<file path="config.mk">
export PLATFORM = sky130hd
export DESIGN_NAME = tmd_div
export DESIGN_NICKNAME = d
export VERILOG_FILES = /design/src/sv/trellis_map_decoder_core_macros.svh /design/src/sv/tmd_pkg.sv /design/src/sv/tmd_div.sv
export SDC_FILE = /design/constraint.sdc
export NUM_CORES = 1
export LEC_CHECK = 0
export BUFFER_PORTS_ARGS = -buffer_cell sky130_fd_sc_hd__buf_2
export CAP_MARGIN = 20
export CORE_MARGIN = 2
export CORE_UTILIZATION = 30
export DETAILED_ROUTE_END_ITERATION = 8
export GPL_TIMING_DRIVEN = 0
export SETUP_SLACK_MARGIN = 0.1
export SLEW_MARGIN = 20
export SYNTH_ARGS = -nofsm -noshare
export SYNTH_HDL_FRONTEND = slang
export SYNTH_SLANG_ARGS = --single-unit
</file>
<file path="constraint.sdc">
create_clock -name clk -period 5.4 [get_ports clk]
set_input_delay 0.54 -clock clk [delete_from_list [all_inputs] [get_ports clk]]
set_output_delay 0.54 -clock clk [all_outputs]
set_load 0.01 [all_outputs]
</file>
<file path="src/sv/trellis_map_decoder_core_macros.svh">
// Assertion helpers for the MAP decoder core
`ifndef TRELLIS_MAP_DECODER_CORE_MACROS_SVH
`define TRELLIS_MAP_DECODER_CORE_MACROS_SVH

`ifndef ASSERT_OFF
// same-cycle implication, checked out of reset
`define TMD_ASSERT_IMP(name, ante, cons, msg) \
  name: assert property (@(posedge clk) disable iff (!rst_n) (ante) |-> (cons)) else $error(msg);
// next-cycle implication, checked out of reset
`define TMD_ASSERT_NXT(name, ante, cons, msg) \
  name: assert property (@(posedge clk) disable iff (!rst_n) (ante) |=> (cons)) else $error(msg);
`else
`define TMD_ASSERT_IMP(name, ante, cons, msg)
`define TMD_ASSERT_NXT(name, ante, cons, msg)
`endif

`endif

</file>
<file path="src/sv/tmd_pkg.sv">
package tmd_pkg;

  // metric and accumulator widths
  localparam int MET_W      = 17;
  localparam int ACC_W      = 40;
  localparam int LP_W       = 56;
  localparam int NST        = 16;
  localparam int NST_W      = 4;
  localparam int NIN        = 4;
  localparam int NIN_W      = 2;
  localparam int EDGE_AW    = 6;
  localparam int NEDGE      = 64;
  localparam int PBUF       = 256;
  localparam int PBUF_AW    = 8;
  localparam int MAX_STAGES = 64;
  localparam int STG_W      = 7;
  localparam int MET_DEPTH  = (MAX_STAGES + 1) * NST;
  localparam int MET_AW     = $clog2(MET_DEPTH);
  localparam int GAM_DEPTH  = MAX_STAGES * NEDGE;
  localparam int GAM_AW     = $clog2(GAM_DEPTH);
  localparam int DIV_STEPS  = MET_W;

  typedef logic [MET_W-1:0] metric_t;
  typedef logic [ACC_W-1:0] acc_t;
  typedef logic [LP_W-1:0]  lp_t;

  localparam metric_t Q_ONE = metric_t'(65536);

  // configuration register indexes
  localparam logic [1:0] CFG_BITS_IN  = 2'd0;
  localparam logic [1:0] CFG_BITS_OUT = 2'd1;
  localparam logic [1:0] CFG_MEM_ORD  = 2'd2;
  localparam logic [1:0] CFG_STAGES   = 2'd3;

  typedef struct packed {
    logic             req_type;
    logic [3:0]       edge_from_state;
    logic [1:0]       edge_in_label;
    logic [3:0]       edge_to_state;
    logic [3:0]       edge_out_label;
    logic [MET_W-1:0] bit_zero_prob;
  } in_item_t;

  typedef struct packed {
    logic [1:0] decided_label;
    logic [5:0] stage_index;
    logic       last_stage;
  } out_item_t;

  typedef struct packed {
    logic [3:0] to_st;
    logic [3:0] olab;
  } edge_t;

  typedef struct packed {
    logic start;
    acc_t num;
    acc_t den;
  } div_req_t;

  typedef struct packed {
    logic    done;
    metric_t quo;
  } div_rsp_t;

  typedef enum logic [4:0] {
    S_IDLE,
    S_F_ROWRD, S_F_ROW, S_F_J, S_F_EDGE, S_F_MUL, S_F_MULW, S_F_PRD,
    S_F_GAM, S_F_ACC, S_F_DIV, S_F_DIVW, S_F_END,
    S_B_ROWRD, S_B_ROW, S_B_J, S_B_EDGE, S_B_BETA, S_B_T, S_B_LO, S_B_HI,
    S_B_DIV, S_B_DIVW, S_B_PICK, S_B_END,
    S_O_RD, S_O_OUT
  } state_t;

endpackage

</file>
<file path="src/sv/tmd_div.sv">
module tmd_div (
  input  logic              clk,
  input  logic              rst_n,
  input  tmd_pkg::div_req_t req,
  output tmd_pkg::div_rsp_t rsp
);
  import tmd_pkg::*;

  logic             run_r;
  logic             done_r;
  logic [4:0]       cnt_r;
  acc_t             rem_r;
  acc_t             den_r;
  logic [MET_W-1:0] low_r;
  metric_t          quo_r;
  logic [ACC_W:0]   rem_sh;
  logic             ge;

  // one quotient bit per cycle: floor(num * 2^16 / den), num <= den
  assign rem_sh = {rem_r, low_r[MET_W-1]};
  assign ge     = rem_sh >= {1'b0, den_r};

  always_ff @(posedge clk) begin
    if (!rst_n) begin
      run_r  <= 1'b0;
      done_r <= 1'b0;
    end else begin
      done_r <= run_r && (cnt_r == 5'd1);
      if (req.start) begin
        run_r <= 1'b1;
      end else if (run_r && (cnt_r == 5'd1)) begin
        run_r <= 1'b0;
      end
    end
  end

  always_ff @(posedge clk) begin
    if (req.start) begin
      rem_r <= req.num >> 1;
      low_r <= {req.num[0], {(MET_W-1){1'b0}}};
      quo_r <= '0;
      cnt_r <= 5'(DIV_STEPS);
      den_r <= req.den;
    end else if (run_r) begin
      rem_r <= ge ? ACC_W'(rem_sh - {1'b0, den_r}) : rem_sh[ACC_W-1:0];
      quo_r <= {quo_r[MET_W-2:0], ge};
      low_r <= low_r << 1;
      cnt_r <= cnt_r - 5'd1;
    end
  end

  assign rsp.done = done_r;
  assign rsp.quo  = quo_r;

endmodule

</file>
Word level (Yosys, flattened, before mapping)

Cells that the tools add are included.

Register bits: 105
Input port bits: 83
Output and inout bits: 18
Logic and storage cells: 22

Reductions and logical operators: 3
Eq/ne operators: 1
$add $sub $neg: 2
Magnitude comparators: 1
Mux-type cells: 7

Operators by type and width:

| cell                  | count |
|---|---|
| $mux W39              | 2 |
| $ge A41 B40 Y1        | 1 |
| $mux W40              | 1 |
| $sub A40 B40 Y40      | 1 |
| $mux W17              | 2 |
| $eq A5 B1 Y1 const B  | 1 |
| $sub A5 B1 Y5 const B | 1 |
| $reduce_bool A2 Y1    | 2 |
| $mux W1               | 2 |
| $logic_and A1 B1 Y1   | 1 |

Depth between registers and ports, before layout

Word-level depth: 4
Gate-level depth with buffers: 14
Gate-level depth less buffers: 13

Worst setup path after synthesis

Ideal clock, no wire load.

Path kind: reg2reg
From: register low_r[16]
To: register rem_r[20], data pin
Path buffers: 0
Setup time: 0.260 ns
Arrival time: 2.842 ns
Setup slack: 2.298 ns
Cell stages (with the launch flop): 14
Clock period less this slack: 3.102 ns
Cells stage by stage: edfxtp_1 -> inv_1 -> ha_1 -> inv_1 -> fa_1 -> a21o_1 -> a221oi_2 -> o21ai_1 -> o21ai_0 -> nor2_1 -> a211oi_1 -> xor2_1 -> a21oi_1 -> mux2_2

Cells in the longest elaborated chain, start to end: 4
Elaborated cells on any way between the ends: 5
Classes of those cells: add/sub: 1; order compare: 1; mux: 3

RTL lines:

| what                                               | RTL line                     | text |
|---|---|---|
| start: declaration                                 | tmd_div.sv:14                | `logic [MET_W-1:0] low_r;` |
| start signal: assignment                           | tmd_div.sv:40                | `low_r <= {req.num[0], {(MET_W-1){1'b0}}};` |
| start signal: assignment                           | tmd_div.sv:47                | `low_r <= low_r << 1;` |
| $sub A40 B40 Y40 or $ge A41 B40 Y1 (tied branches) | tmd_div.sv:45, tmd_div.sv:21 |  |
| $mux W40 (*)                                       | tmd_div.sv:45                | `rem_r <= ge ? ACC_W'(rem_sh - {1'b0, den_r}) : rem_sh[ACC_W-1:0];` |
| $mux W39 (*)                                       | tmd_div.sv:44                | `end else if (run_r) begin` |
| $mux W39 (*)                                       | tmd_div.sv:38                | `if (req.start) begin` |
| end signal: assignment                             | tmd_div.sv:39                | `rem_r <= req.num >> 1;` |
| end signal: assignment                             | tmd_div.sv:45                |  |
| end: declaration                                   | tmd_div.sv:12                | `acc_t rem_r;` |

Every way passes the cells marked *; elsewhere a longest branch is shown, timed or not. The select of a mux whose other input is x is not followed.
A chain may end at the register's enable or synchronous reset.

Worst setup path in the final report

Ends and elaborated chain as after synthesis.

==> impl_metrics.xml <==
<?xml version="1.0" encoding="UTF-8"?>
<metrics>
  <group name="outcome">
    <metric name="outcome" unit="">finished clean</metric>
  </group>
  <group name="clock_tree">
    <metric name="cts-root-to-sink-buffers" unit="">2</metric>
    <metric name="cts_inserted_buffers" unit="">9</metric>
    <metric name="htree_levels" unit="">3</metric>
    <metric name="cts_post_setup_buffers_inserted" unit="">0</metric>
    <metric name="cts_tree" unit="">built</metric>
    <metric name="cts.sinks" unit="">105</metric>
    <metric name="cts.root.buffer_cell" unit="">sky130_fd_sc_hd__clkbuf_16</metric>
    <metric name="clkSlewWorstSetupHoldPaths" unit="ps">80</metric>
    <metric name="ctsResizeCount" unit="">0</metric>
    <metric name="worstSkewPairLatency" unit="ps">360</metric>
    <metric name="cts_hold_buffers" unit="">0</metric>
  </group>
  <group name="min_path">
    <metric name="holdCritPathClass" unit="">in2reg</metric>
  </group>
  <group name="finish">
    <metric name="diodes" unit="">0</metric>
    <metric name="final_cell_count_no_fill" unit="">1075</metric>
    <metric name="num-fill-cells" unit="">2253</metric>
    <metric name="nNetsFinal" unit="">916</metric>
    <metric name="drive_above_1_share" unit="%">20.0</metric>
    <metric name="area_growth_syn_to_layout" unit="%">17.5</metric>
  </group>
  <group name="synthesis">
    <metric name="syn_area" unit="sq mm">0.00668</metric>
    <metric name="synthCells" unit="">679</metric>
    <metric name="syn-num-nets" unit="">805</metric>
    <metric name="ys_ff_latch" unit="">105</metric>
    <metric name="synthAdderAreaFrac" unit="%">8.17</metric>
    <metric name="compound_gate_portion_of_the_synthesized_area" unit="%">16.8</metric>
    <metric name="synth_top_family_by_area" unit="">compound AO/OA/AOI/OAI gates</metric>
    <metric name="post_synth_main_area_contributors" unit="">sky130_fd_sc_hd__edfxtp_1 (36%), sky130_fd_sc_hd__ha_1 (7.9%), sky130_fd_sc_hd__dfxtp_1 (7.5%)</metric>
    <metric name="synth.yosys.seq_area_share" unit="%">43.5</metric>
    <metric name="synth_top_cell_by_area" unit="">sky130_fd_sc_hd__edfxtp_1</metric>
    <metric name="post_synth_mux_area_share" unit="%">7.20</metric>
    <metric name="ys_dominant_reg_cell" unit="">sky130_fd_sc_hd__edfxtp_1</metric>
    <metric name="post_synth_and_or_nand_nor_area_fraction" unit="%">14.0</metric>
    <metric name="most_frequent_cell_after_synthesis" unit="">sky130_fd_sc_hd__edfxtp_1</metric>
    <metric name="synth_common_cells" unit="">sky130_fd_sc_hd__edfxtp_1 (80), sky130_fd_sc_hd__a21oi_1 (72), sky130_fd_sc_hd__nor2_1 (63), sky130_fd_sc_hd__inv_1 (51), sky130_fd_sc_hd__nand2_1 (45)</metric>
    <metric name="synth.top_cell.area_share" unit="%">36.0</metric>
    <metric name="async_flop_share" unit="%">0</metric>
    <metric name="yosys.area_share.xor_xnor" unit="%">5.12</metric>
    <metric name="synth_enable_flop_cells" unit="">80</metric>
    <metric name="ys_warn_count" unit="">0</metric>
    <metric name="synth_area_per_cell" unit="sq um">9.83</metric>
    <metric name="netlist-cell-type-count" unit="">64</metric>
  </group>
  <group name="die">
    <metric name="die_area" unit="sq mm">0.0235</metric>
    <metric name="die_width" unit="microns">153</metric>
    <metric name="coreArea" unit="sq mm">0.0218</metric>
    <metric name="initial_utilization" unit="%">30.6</metric>
    <metric name="row_count" unit="">54</metric>
    <metric name="vertical_die_dimension" unit="microns">153</metric>
    <metric name="num_ports" unit="">101</metric>
  </group>
  <group name="critical_path">
    <metric name="cp_cell_sequence" unit="">inv_1 &gt; ha_1 &gt; inv_1 &gt; fa_1 &gt; a21o_1 &gt; a221oi_2 &gt; o21ai_1 &gt; o21ai_0 &gt; nor2_1 &gt; a211oi_1 &gt; xor2_1 &gt; a21oi_1 &gt; mux2_2</metric>
    <metric name="path_delay_family" unit="">compound AO/OA/AOI/OAI gates</metric>
    <metric name="crit_path_start_kind" unit="">register</metric>
    <metric name="critical_path_depth" unit="">13</metric>
    <metric name="critPathCapture" unit="">rem_r[20]</metric>
    <metric name="reg2reg_depth" unit="">13</metric>
    <metric name="setup.worst_path.end_class" unit="">register</metric>
    <metric name="critical_path_required" unit="ps">5520</metric>
    <metric name="crit_fanout" unit="">4</metric>
    <metric name="critPathBufInv" unit="">2</metric>
    <metric name="setup.worst_path.class" unit="">reg2reg</metric>
    <metric name="worstReg2RegStart" unit="">low_r[16]</metric>
    <metric name="worst-r2r-setup-slack" unit="ps">1740</metric>
    <metric name="timing.rr.end" unit="">rem_r[20]</metric>
    <metric name="worst_path_largest_cell_delay" unit="ps">560</metric>
    <metric name="cpMaxStageDelayCell" unit="">sky130_fd_sc_hd__o21ai_0</metric>
    <metric name="crit_path_frequent_cell" unit="">sky130_fd_sc_hd__inv_1</metric>
    <metric name="cp.arrival" unit="ps">3780</metric>
    <metric name="startpoint" unit="">low_r[16]</metric>
  </group>
  <group name="sta">
    <metric name="worst_slew_margin_rel" unit="%">29.6</metric>
    <metric name="max_clock_freq" unit="MHz">273</metric>
    <metric name="holdWs" unit="ps">346</metric>
    <metric name="finalWorstPathRequiredPeriod" unit="ps">3660</metric>
    <metric name="post-route-worst-setup-slack" unit="ps">1740</metric>
    <metric name="rsz0062_at_grt" unit="">no</metric>
    <metric name="final_hold_viol_count" unit="">0</metric>
    <metric name="tightestPinTransition" unit="ps">1060</metric>
    <metric name="final_worst_path_period_share" unit="%">67.9</metric>
    <metric name="finalSetupTns" unit="ps">0</metric>
    <metric name="setup-violations-final" unit="">0</metric>
    <metric name="fin_worst_skew" unit="ps">10.4</metric>
    <metric name="slew_viol_final" unit="">0</metric>
  </group>
  <group name="drt">
    <metric name="route.final.wire_length" unit="microns">17300</metric>
    <metric name="via_per_inst" unit="">4.95</metric>
    <metric name="vias" unit="">5320</metric>
    <metric name="antenna_violating_nets_left" unit="">0</metric>
    <metric name="detailedRoute.firstIterationViolations" unit="">315</metric>
    <metric name="drc_errors" unit="">0</metric>
    <metric name="drt-wirelength-per-cell" unit="microns">16.1</metric>
    <metric name="drt_pass1_iterations" unit="">5</metric>
  </group>
  <group name="global_route">
    <metric name="antenna_found_initial" unit="">0</metric>
    <metric name="grt_overflow" unit="">0</metric>
    <metric name="first_global_vias" unit="">5191</metric>
    <metric name="maximum_number_of_pins_on_one_net_before_global_route_repair" unit="">45</metric>
    <metric name="grt_first_pass_wirelength" unit="microns">27200</metric>
    <metric name="groute.usage.overall" unit="%">14.6</metric>
  </group>
  <group name="place">
    <metric name="post_place_setup_slack" unit="ps">1430</metric>
    <metric name="placement.io_buffers" unit="">100</metric>
    <metric name="place_congestion" unit="">0.866</metric>
    <metric name="post-place-cells" unit="">1059</metric>
    <metric name="detailed_place_hpwl" unit="microns">13000</metric>
  </group>
  <group name="power_and_ir_drop">
    <metric name="peak_supply_drop" unit="mV">0.179</metric>
    <metric name="power_density" unit="mW/mm^2">441</metric>
    <metric name="cellLeakagePower" unit="nW">3.36</metric>
  </group>
  <group name="flow_run">
    <metric name="max-cap-violations" unit="">0</metric>
  </group>
</metrics>
-- metrics by stage --
stage / power [W] / util [%] / cell area (sq um)
floorplan: 0.00238 / - / 6680
global route: 0.00371 / 35.9 / 7840
CTS: 0.00347 / 35.9 / 7840
global placement: 0.00276 / 34.5 / 7530
finish: 0.00346 / 35.9 / 7840
detailed placement: 0.00278 / 34.5 / 7530
-- layout by cell type (no fill, tap or decap), drive strengths merged, types with 3 or more instances in the layout --
cell	Yosys	layout
a211oi	6	6
a21boi	4	4
a21o	21	21
a21oi	73	73
a221o	3	3
a221oi	5	5
a31oi	6	6
and2	4	4
and3	9	9
buf	15	115
clkbuf	15	24
clkinv	0	4
dfxtp	25	25
edfxtp	80	80
ha	42	42
inv	51	54
mux2	24	24
mux2i	21	21
nand2	46	46
nand2b	6	6
nand3	16	16
nand3b	3	3
nand4	8	8
nor2	63	63
nor2b	11	11
nor3	7	7
nor3b	4	4
nor4	4	4
o21a	5	5
o21ai	30	30
o31a	4	4
or4	3	3
xnor2	22	22
xor2	17	17
-- cell type report --
type / count / area, sq um / area share [%]
tap: 280 / 350 / 4.47
clock inverter: 7 / 86.3 / 1.10
buffer: 30 / 163 / 2.07
timing repair buffer: 100 / 503 / 6.42
sequential: 105 / 2900 / 37.0
clock buffer: 9 / 225 / 2.87
multi-input combinational: 493 / 3420 / 43.6
inverter: 51 / 191 / 2.44
-- registers in the layout (all words and copies together), names as in the netlist --
| register | count |
|---|---|
| done_r | 1 |
| low_r | 1 |
| quo_r | 17 |
| den_r | 40 |
| rem_r | 40 |
| run_r | 1 |
| cnt_r | 5 |
-- layer usage --
layer  vias up  part of all wire, %  global-route usage (%)
met5         -                    0                       0
met3        22                  3.1                    2.67
met4         0                  1.2                    3.70
met2       106                   48                    24.7
met1      2508                   48                    19.3
li1       2684                    -                       -
-- kinds of logic after synthesis --
kind of cell | count (synthesis)
adders and majority gates | 43
DFF | 105
buffers and inverters | 81
AOI/OAI and AO/OA | 174
muxes | 45
and+or+nand+nor | 192
xor gates and xnor gates | 39
-- worst reg2reg max path, stage by stage, from the launching register on --
cell,delay [ps]
sky130_fd_sc_hd__edfxtp_1,400
sky130_fd_sc_hd__inv_1,70
sky130_fd_sc_hd__ha_1,150
sky130_fd_sc_hd__inv_1,50
sky130_fd_sc_hd__fa_1,410
sky130_fd_sc_hd__a21o_1,220
sky130_fd_sc_hd__a221oi_2,420
sky130_fd_sc_hd__o21ai_1,200
sky130_fd_sc_hd__o21ai_0,560
sky130_fd_sc_hd__nor2_1,140
sky130_fd_sc_hd__a211oi_1,280
sky130_fd_sc_hd__xor2_1,170
sky130_fd_sc_hd__a21oi_1,80
sky130_fd_sc_hd__mux2_2,250
-- worst min-delay path by stage --
stage,from,end,slack [ps],cells past startpoint
final,req[3],den_r[3],350,1
after global routing,req[0],den_r[0],330,1
after CTS,req[3],den_r[3],340,1
after detailed placement,quo_r[16],quo_r[16],480,2
after global placement,quo_r[16],quo_r[16],470,2
after floorplan,cnt_r[4],cnt_r[4],460,2
-- report_power, final --
part | internal, W | switching [W] | leakage (nW)
clock network | 0.000333 | 0.000351 | 0.151
logic | 0.000704 | 0.000963 | 2.21
registers | 0.00104 | 0.0000685 | 0.995
total | 0.00208 | 0.00138 | 3.36
(Power assumes the default switching activity.)
